--- src/rtl/asa_ram.sv ---
// Generic simple dual-port RAM with registered read data.
module asa_ram #(
    parameter int WIDTH = 8,
    parameter int DEPTH = 256,
    localparam int AW   = $clog2(DEPTH)
) (
    input  logic             clk,
    input  logic             wr_en,
    input  logic [AW-1:0]    wr_addr,
    input  logic [WIDTH-1:0] wr_data,
    input  logic [AW-1:0]    rd_addr,
    output logic [WIDTH-1:0] rd_data
);

    logic [WIDTH-1:0] mem [DEPTH];

    always_ff @(posedge clk)
    begin
        if (wr_en)
        begin
            mem[wr_addr] <= wr_data;
        end
        rd_data <= mem[rd_addr];
    end

endmodule

--- config.mk ---
export PLATFORM = sky130hd
export DESIGN_NAME = asa_ram
export DESIGN_NICKNAME = d
export VERILOG_FILES = /design/src/rtl/asa_ram.sv
export SDC_FILE = /design/constraint.sdc
export NUM_CORES = 2
export LEC_CHECK = 0
export BUFFER_PORTS_ARGS = -buffer_cell sky130_fd_sc_hd__buf_2
export CAP_MARGIN = 20
export CORE_MARGIN = 3
export CORE_UTILIZATION = 40
export DETAILED_ROUTE_END_ITERATION = 16
export PLACE_DENSITY = 0.5
export SYNTH_ARGS = -nofsm -noshare
export SYNTH_HDL_FRONTEND = slang
export SYNTH_SLANG_ARGS = --single-unit
--- constraint.sdc ---
create_clock -name clk -period 4.71 [get_ports clk]
set_input_delay 0.7065 -clock clk [delete_from_list [all_inputs] [get_ports clk]]
set_output_delay 0.7065 -clock clk [all_outputs]
set_load 0.01 [all_outputs]
==> flow_summary.yaml <==
route:
  drtAntennaViolNets: 0
  drt_iter0_markers: 4135
  vias: 38609
  drc: 0
  routedWlPerCell_um: 31.5
  drtPass1Iterations: 5
  avgViaCountPerCell: 5.67
  wl_um: 214000
clock_tree:
  cts_buffers: 212
  cts_root_buffer: "clkbuf_16"
  insertion_delay_ns: 0.87
  path_clk_slew_ns: 0.06
  cts_tree: "built"
  numClockSinks: 2056
  clockBufferDepth: 3
  cts_resized: 0
  hold_buffers: 0
  htreeDepth: 4
  post-cts-setup-buffer-count: 0
pwr:
  switchingPower_mw: 8.42
  p_seq_share_pct: 52.9
  pwr-share-comb_pct: 5.0
  power.density_nw_per_um2: 421
  p_sw_share_pct: 22.0
  p_leak_nw: 28.0
  p_int_mw: 29.8
  irDropWorstVdd_v: 0.000422
  clockPowerShare_pct: 42.0
place:
  dp_hpwl_um: 135000
  place.gp.congestion: 0.819
  numPortBuffers: 33
  placed_area_um2: 83900
sta:
  finalCritPeriodShare_pct: 74.0
  hold_violations: 0
  setup_viol: 0
  rsz0062_at_grt: "no"
  worst_slew_pin_slew_ns: 1.17
  clock_skew_ns: 0.0515
  tns_ns: 0
  max_freq_mhz: 287
  min_period_ns: 3.49
  slew_viol_final: 0
  relSlewSlack_pct: 22.2
logic_synthesis:
  yosysSeqAreaShare_pct: 77.5
  yosysWarnings: 0
  synth_seq_cells: 2056
  syn_nets: 3759
  synthCells: 3733
  synth_cell_types: 55
  avgSynthCellArea_um2: 21.3
  synth_edf_count: 2048
  dominantRegCellSynth: "edfxtp_1"
  async_flop_share_pct: 0
  netlist_area_um2: 79600
critical_path:
  cp_num_buf_inv: 3
  crit_path_cell_trace: "buf_8, buf_12, nor4b_1, a21oi_1, o211ai_1, a21oi_1, nor4_1, buf_4, nor4_1"
  cpMaxStageDelayCell: "nor4b_1"
  cp.arrival_ns: 4.20
  required_ns: 5.43
  cpLargestDelayFamily: "simple AND/OR/NAND/NOR gates"
  worstPathMaxFanout: 59
  criticalPathCategory: "in2reg"
  endpoint_kind: "flip-flop"
  critPathLaunchType: "primary input"
  max_stage_delay_ns: 0.95
global_route:
  grt_max_degree: 141
  grt_pass1_vias: 39496
  antenna_found_initial: 12
  grt_usage_pct: 21.0
  grt_pass1_wl_um: 306000
  grt_overflow_total: 0
die:
  rows: 163
  io_pins: 34
  die_h_um: 452
  initial_core_util_pct: 40.3
  core_area_um2: 198000
  die_x_um: 452
  die-area_um2: 204000
layout:
  final_area_um2: 90600
  fin_util_pct: 45.9
  area_delta_synth_final_pct: 13.9
  mostFrequentLayoutCells: "edfxtp_1, mux4_2, nor2_1, buf_4, clkbuf_16"
  regArea_um2: 61700
  multiInputGateArea_um2: 16500
  nFillCells: 16656
  drive_gt1_share_pct: 24.7
  nNetsFinal: 4021
  final_common_cell: "edfxtp_1"
job:
  cap_violations: 0
run_status:
  status: "finished clean"
worst_hold_path:
  hp-class: "in2reg"
[kinds of logic after synthesis]
| family | synth area share (%) |
|---|---|
| flip-flops | 77.5 |
| multiplexers | 14.6 |
| AO/OA/AOI/OAI | 3.42 |
| buffers and inverters | 1.83 |
| AND/OR/NAND/NOR | 2.63 |
[layout make-up]
cell class	instances	share of cell area [%]
Multi-Input combinational cell	1442	18.2
Timing Repair Buffer	281	2.72
Clock inverter	118	1.23
Tap cell	2640	3.64
Antenna cell	3	0.00828
Clock buffer	273	6.11
Inverter	2	0.00828
Sequential cell	2056	68.0
[synthesized netlist by cell type, drive strengths merged (8+ instances only)]
library cell | count | area (um^2)
a221oi | 14 | 129
edfxtp | 2048 | 61500
nor4 | 27 | 188
a22oi | 133 | 998
nand2 | 33 | 124
nand2b | 8 | 50.1
clkbuf | 111 | 417
o211ai | 10 | 75.1
o221ai | 47 | 418
nor3 | 22 | 110
nand3 | 34 | 170
nor2 | 282 | 1060
nor2b | 31 | 194
buf | 122 | 1030
dfxtp | 8 | 160
o22ai | 28 | 175
a21oi | 96 | 480
a22o | 8 | 70.1
a211oi | 16 | 120
nand4 | 10 | 62.6
mux2i | 134 | 1340
mux4 | 456 | 10300
o21ai | 12 | 60.1
[metrics by stage]
step	setup WS, ns	hold WS (ns)	cells	power (mW)
finish	1.22	0.272	6815	38.2
global route	1.35	0.236	6815	39.4
CTS	1.34	0.220	6810	38.6
detailed placement	0.404	0.995	6419	22.6
global placement	0.410	1.03	6418	22.5
floorplan	2.07	0.770	3733	21.6
[sequential cells by signal, summed over array words and instances (netlist names)]
name,flops
mem,2048
rd_data,8
[worst reg2reg max path, delay by kind of cell, from the launching register on]
family	cells	cell delay (ns)
AND/OR/NAND/NOR	3	1.18
multiplexers	2	1.06
flip-flops	1	0.36
buffers and inverters	1	0.25
[final timing paths]
check        slack, ns               endpoint                  from  depth (start not counted)
max               1.22     rd_data[1]$_DFF_P_            rd_addr[1]                          9
min               0.27  mem[227][7]$_DFFE_PP_            wr_data[7]                          1
max reg2reg       1.74     rd_data[1]$_DFF_P_  mem[83][1]$_DFFE_PP_                          6
min reg2reg       0.99     rd_data[3]$_DFF_P_   mem[4][3]$_DFFE_PP_                          5
[routing by layer]
layer	up-vias	wire length, um	track usage [%]
met5	-	13	0
met4	2	4360	4.80
met3	259	12400	3.80
met2	1170	103000	33.3
met1	20948	95100	30.6
li1	16230	-	-
[power groups by stage]
stage / sequential (mW) / clock, mW / combinational [mW]
finish: 20.2 / 16.1 / 1.92
floorplan: 20.6 / 0 / 0.980
global route: 20.2 / 17.2 / 2.03
CTS: 20.2 / 16.4 / 1.95
global placement: 20.6 / 0 / 1.94
detailed placement: 20.6 / 0 / 1.95
Power figures use the tool's default switching activity.
