--- src/rtl/asa_pkg.sv ---
// Shared types, codes and sizes for the aligned stack arena allocator.
package asa_pkg;

    localparam int ARENA_BYTES  = 65536;
    localparam int HEADER_BYTES = 8;
    localparam int META_AW      = $clog2(ARENA_BYTES);
    localparam int OFS_W        = 17;
    localparam int ALIGN_W      = 9;
    localparam int STATUS_W     = 3;

    localparam logic [OFS_W-1:0] ARENA_LIMIT = OFS_W'(ARENA_BYTES);

    // request codes
    localparam logic [1:0] REQ_PUSH  = 2'd0;
    localparam logic [1:0] REQ_POP   = 2'd1;
    localparam logic [1:0] REQ_MARK  = 2'd2;
    localparam logic [1:0] REQ_CLEAR = 2'd3;

    // status codes
    localparam logic [STATUS_W-1:0] ST_OK         = 3'd0;
    localparam logic [STATUS_W-1:0] ST_NO_MEMORY  = 3'd1;
    localparam logic [STATUS_W-1:0] ST_BAD_ALIGN  = 3'd2;
    localparam logic [STATUS_W-1:0] ST_NOT_LATEST = 3'd3;
    localparam logic [STATUS_W-1:0] ST_ZERO_SIZE  = 3'd4;

    typedef struct packed {
        logic [1:0]         req_type;
        logic [OFS_W-1:0]   request_bytes;
        logic [ALIGN_W-1:0] align_bytes;
        logic [OFS_W-1:0]   handle_offset;
        logic [OFS_W-1:0]   marker_offset;
    } req_word_t;

    typedef struct packed {
        logic [OFS_W-1:0]    result_offset;
        logic [STATUS_W-1:0] status;
        logic [OFS_W-1:0]    used_after;
    } rsp_word_t;

    typedef struct packed {
        logic [STATUS_W-1:0] status;
        logic [OFS_W-1:0]    aligned;
        logic [7:0]          shift_byte;
        logic [OFS_W-1:0]    last_new;
        logic [OFS_W-1:0]    used_new;
    } push_calc_t;

endpackage

--- src/rtl/asa_push_calc.sv ---
// Push checks and alignment arithmetic for one request.
module asa_push_calc (
    input  asa_pkg::req_word_t       word,
    input  logic [16:0]              used,
    input  logic [16:0]              limit,
    output asa_pkg::push_calc_t      calc
);
    import asa_pkg::*;

    logic [ALIGN_W-1:0] align_m1;
    logic [ALIGN_W-1:0] low_bits;
    logic [18:0]        need;
    logic [17:0]        past;
    logic [17:0]        aligned;
    logic [17:0]        end_ofs;
    logic [9:0]         shift;
    logic               size_zero;
    logic               align_bad;
    logic               no_room;

    assign align_m1  = word.align_bytes - ALIGN_W'(1);
    assign size_zero = (word.request_bytes == '0);
    assign align_bad = (word.align_bytes == '0) || ((word.align_bytes & align_m1) != '0);

    assign need    = 19'(used) + 19'(word.request_bytes) + 19'(word.align_bytes)
                   + 19'(HEADER_BYTES);
    assign no_room = need > 19'(limit);

    // step past the header, then to the next boundary, always at least one byte
    assign past     = 18'(used) + 18'(HEADER_BYTES);
    assign low_bits = past[ALIGN_W-1:0] & align_m1;
    assign shift    = 10'(word.align_bytes) - 10'(low_bits);
    assign aligned  = past + 18'(shift);
    assign end_ofs  = aligned + 18'(word.request_bytes);

    always_comb
    begin
        if (size_zero)
        begin
            calc.status = ST_ZERO_SIZE;
        end
        else if (align_bad)
        begin
            calc.status = ST_BAD_ALIGN;
        end
        else if (no_room)
        begin
            calc.status = ST_NO_MEMORY;
        end
        else
        begin
            calc.status = ST_OK;
        end
        calc.aligned    = aligned[OFS_W-1:0];
        calc.shift_byte = shift[7:0];
        calc.last_new   = word.request_bytes + OFS_W'(shift) + OFS_W'(HEADER_BYTES);
        calc.used_new   = end_ofs[OFS_W-1:0];
    end

endmodule

--- config.mk ---
export PLATFORM = sky130hd
export DESIGN_NAME = asa_push_calc
export DESIGN_NICKNAME = d
export VERILOG_FILES = /design/src/rtl/asa_pkg.sv /design/src/rtl/asa_push_calc.sv
export SDC_FILE = /design/constraint.sdc
export NUM_CORES = 1
export LEC_CHECK = 0
export BUFFER_PORTS_ARGS = -buffer_cell sky130_fd_sc_hd__buf_2
export CORE_ASPECT_RATIO = 0.8
export CORE_MARGIN = 4
export CORE_UTILIZATION = 25
export DETAILED_ROUTE_END_ITERATION = 8
export PLACE_DENSITY = 0.49
export REMOVE_ABC_BUFFERS = 1
export SLEW_MARGIN = 0
export SYNTH_ARGS = -nofsm -noshare
export SYNTH_HDL_FRONTEND = slang
export SYNTH_SLANG_ARGS = --single-unit
--- constraint.sdc ---
create_clock -name vclk -period 8.96
set_input_delay 2.24 -clock vclk [all_inputs]
set_output_delay 2.24 -clock vclk [all_outputs]
set_load 0.05 [all_outputs]
==> Flow_metrics.wiki <==
{| class="wikitable"
! Metric !! Value
|-
| Crit. End Element || output port
|-
| Detailed-routing iteration count for the pre-antenna-repair pass || 4
|-
| Standard cell with the maximum stage delay on the critical path || ha_1
|-
| Final-layout setup total negative slack || 0 ps
|-
| Post-DRT Antenna Nets || 0
|-
| Remaining global-route overflow || 0
|-
| Num rows || 42
|-
| Count of endpoints failing setup in the final report || 0
|-
| Gate count after technology mapping || 552
|-
| LEAKAGE || 3.45 nW
|-
| Total routed wirelength || 14700 um
|-
| WL/cell || 14.2 um
|-
| CP max FO || 3
|-
| Portion of the post-synthesis area used by sequential elements || 0
|-
| Total power draw || 1.48 mW
|-
| Most frequent cells in the layout || buf_4, buf_2, ha_1, inv_1, xnor2_1
|-
| Signal arrival time at the worst endpoint || 6690 ps
|-
| Boundary Pins || 158
|-
| Fin. max-slew vios || 0
|-
| DP Wirelength || 12400 um
|-
| Maximum clock frequency || 112 MHz
|-
| Global-route wire length before repair || 23100 um
|-
| Synth Area per Inst || 7.70 um2
|-
| Area used by sequential logic in the layout || 0 um2
|-
| Synth Area in Compound Gates || 0.219
|-
| Number of design-rule violations left by the first detailed-router iteration || 133
|-
| Post-Synth Adder-Cell Area || 0.407
|-
| Post-synthesis instance area || 4250 um2
|-
| Count of vias placed by the detailed router || 4815
|-
| Clock tree buffer count of the final layout || 0
|-
| Vias per inst || 4.63
|-
| Worst hold margin || 4940 ps
|-
| Synthesis Warnings || 0
|-
| Die Area || 19200 um2
|-
| Proportion of layout cells with a drive suffix above 1 || 0.444
|-
| Core utilization of the finished layout || 0.416
|-
| Remaining routing DRC violations || 0
|-
| Area fraction in and, or, nand and nor cells after synthesis || 0.167
|-
| Standard cell area after detailed placement || 5970 um2
|-
| Placed cell count || 1004
|-
| Layout Cells excl Fill || 1040
|-
| Shortest period the worst path allows || 8930 ps
|-
| Kind of critical path || input port to output port
|-
| Unrepaired setup endpoints after global routing || true
|-
| Cell family with the largest share of critical-path delay || compound AO/OA/AOI/OAI gates
|-
| Starting Density || 0.256
|-
| Mux share of post-synthesis cell area || 0.0100
|-
| Run status || completed
|-
| Worst min path class || input port to output port
|-
| Number of flip-flops and latches || 0
|-
| Number of buffers and inverters on the critical path || 5
|-
| Commonest non-fill, non-tap cell in the layout || buf_4
|-
| Xor/xnor share of the synthesized area || 0.139
|-
| Vertical die dimension || 125 um
|-
| Layout net count || 1047
|-
| Placeable core region || 16600 um2
|-
| Layout Area Growth over Synthesis || 62.3%
|-
| Startpoint type of the worst setup path || input port
|-
| Post-placement setup slack || -554 ps
|-
| Largest family of logic cells by synthesized area || adder cells
|-
| Antenna violations before repair || 0
|-
| Required @ worst endpoint || 6720 ps
|-
| Die span in x || 154 um
|-
| Max-slew headroom at the worst pin || 0.425
|-
| Worst-case vdd ir drop || 0.175 mV
|-
| Maximum number of pins on one net before global-route repair || 10
|-
| Overall track demand over capacity in global routing || 0.143
|-
| Power density over the cells || 214 nW/um2
|-
| Final cycle utilization of the critical path || 0.996
|-
| Via count of the first global-routing pass || 4723
|-
| Number of buffer cells added on primary ports || 122
|-
| Maximum capacitance violations || 0
|-
| Count of unique library cells instantiated by Yosys || 55
|-
| Count of endpoints failing hold in the final timing report || 0
|-
| Filler cell count || 1758
|-
| Final worst-path setup slack || 32.2 ps
|-
| Delay of the slowest cell on the worst path || 320 ps
|-
| Gp weighted congestion || 0.801
|-
| Most common cell on crit path || o21ai_2
|-
| Actual slew at the worst max-slew pin || 855 ps
|-
| Non-Filler Cell Area, Final || 6900 um2
|}
-- layer usage --
layer | vias to the layer above | track usage | routed length [um]
li1 | 2534 | - | -
met4 | 0 | 0.00363 | 85
met5 | - | 0 | 0
met3 | 6 | 0.0115 | 663
met2 | 100 | 0.228 | 6520
met1 | 2175 | 0.220 | 7450
-- kinds of logic after synthesis --
group | after synthesis
simple gates | 144
mux | 4
fa+ha+maj | 130
buf+inv | 63
xor+xnor | 66
compound gates | 145
-- path summary, 6_finish.rpt --
| check | startpoint | to | slack, ps | depth (start not counted) |
|---|---|---|---|---|
| worst min-delay path | word[58] | calc[32] | 4940 | 3 |
| worst max-delay path | word[36] | calc[15] | 30 | 27 |
-- what timing repair did --
item / CTS / global route
gates cloned: 0 / 0
hold buffers: 0 / 0
buffers inserted: 19 / 18
endpoints found under the setup margin: 6 / 9
gates resized for setup: 54 / 99
pin swaps: 32 / 77
-- where the power goes --
part	switching (mW)	total, mW	internal (mW)
Combinational	0.910	1.48	0.567
Clock	0	0.0000000149	0.0000000149
Sequential	0	0	0
Total	0.910	1.48	0.567
-- final cells by class --
type               count  area [um2]  area share
inverters             59         231      0.0335
repair buffers       271        1800       0.261
diodes                 1        2.50    0.000363
well taps            220         275      0.0399
multi-input cells    489        4590       0.665
-- cell usage after synthesis, types with 6 or more instances --
cell      count  share of area
nor2b_1       7          0.010
or3_1         6         0.0088
nor3_1       12          0.014
xnor2_1      46          0.095
xor2_1       19          0.039
nand3_1      12          0.014
nand2b_1      8          0.012
nand2_1      34          0.030
inv_1        59          0.052
ha_1        116           0.34
o21a_1       13          0.023
o21bai_1      6          0.011
nor2_1       36          0.032
o21ai_0      39          0.046
fa_1         14          0.066
nand4_1      10          0.015
a21o_1       11          0.019
a21oi_1      39          0.046
nor4_1        9          0.013
Note: power is estimated with default switching activity, not from simulation.
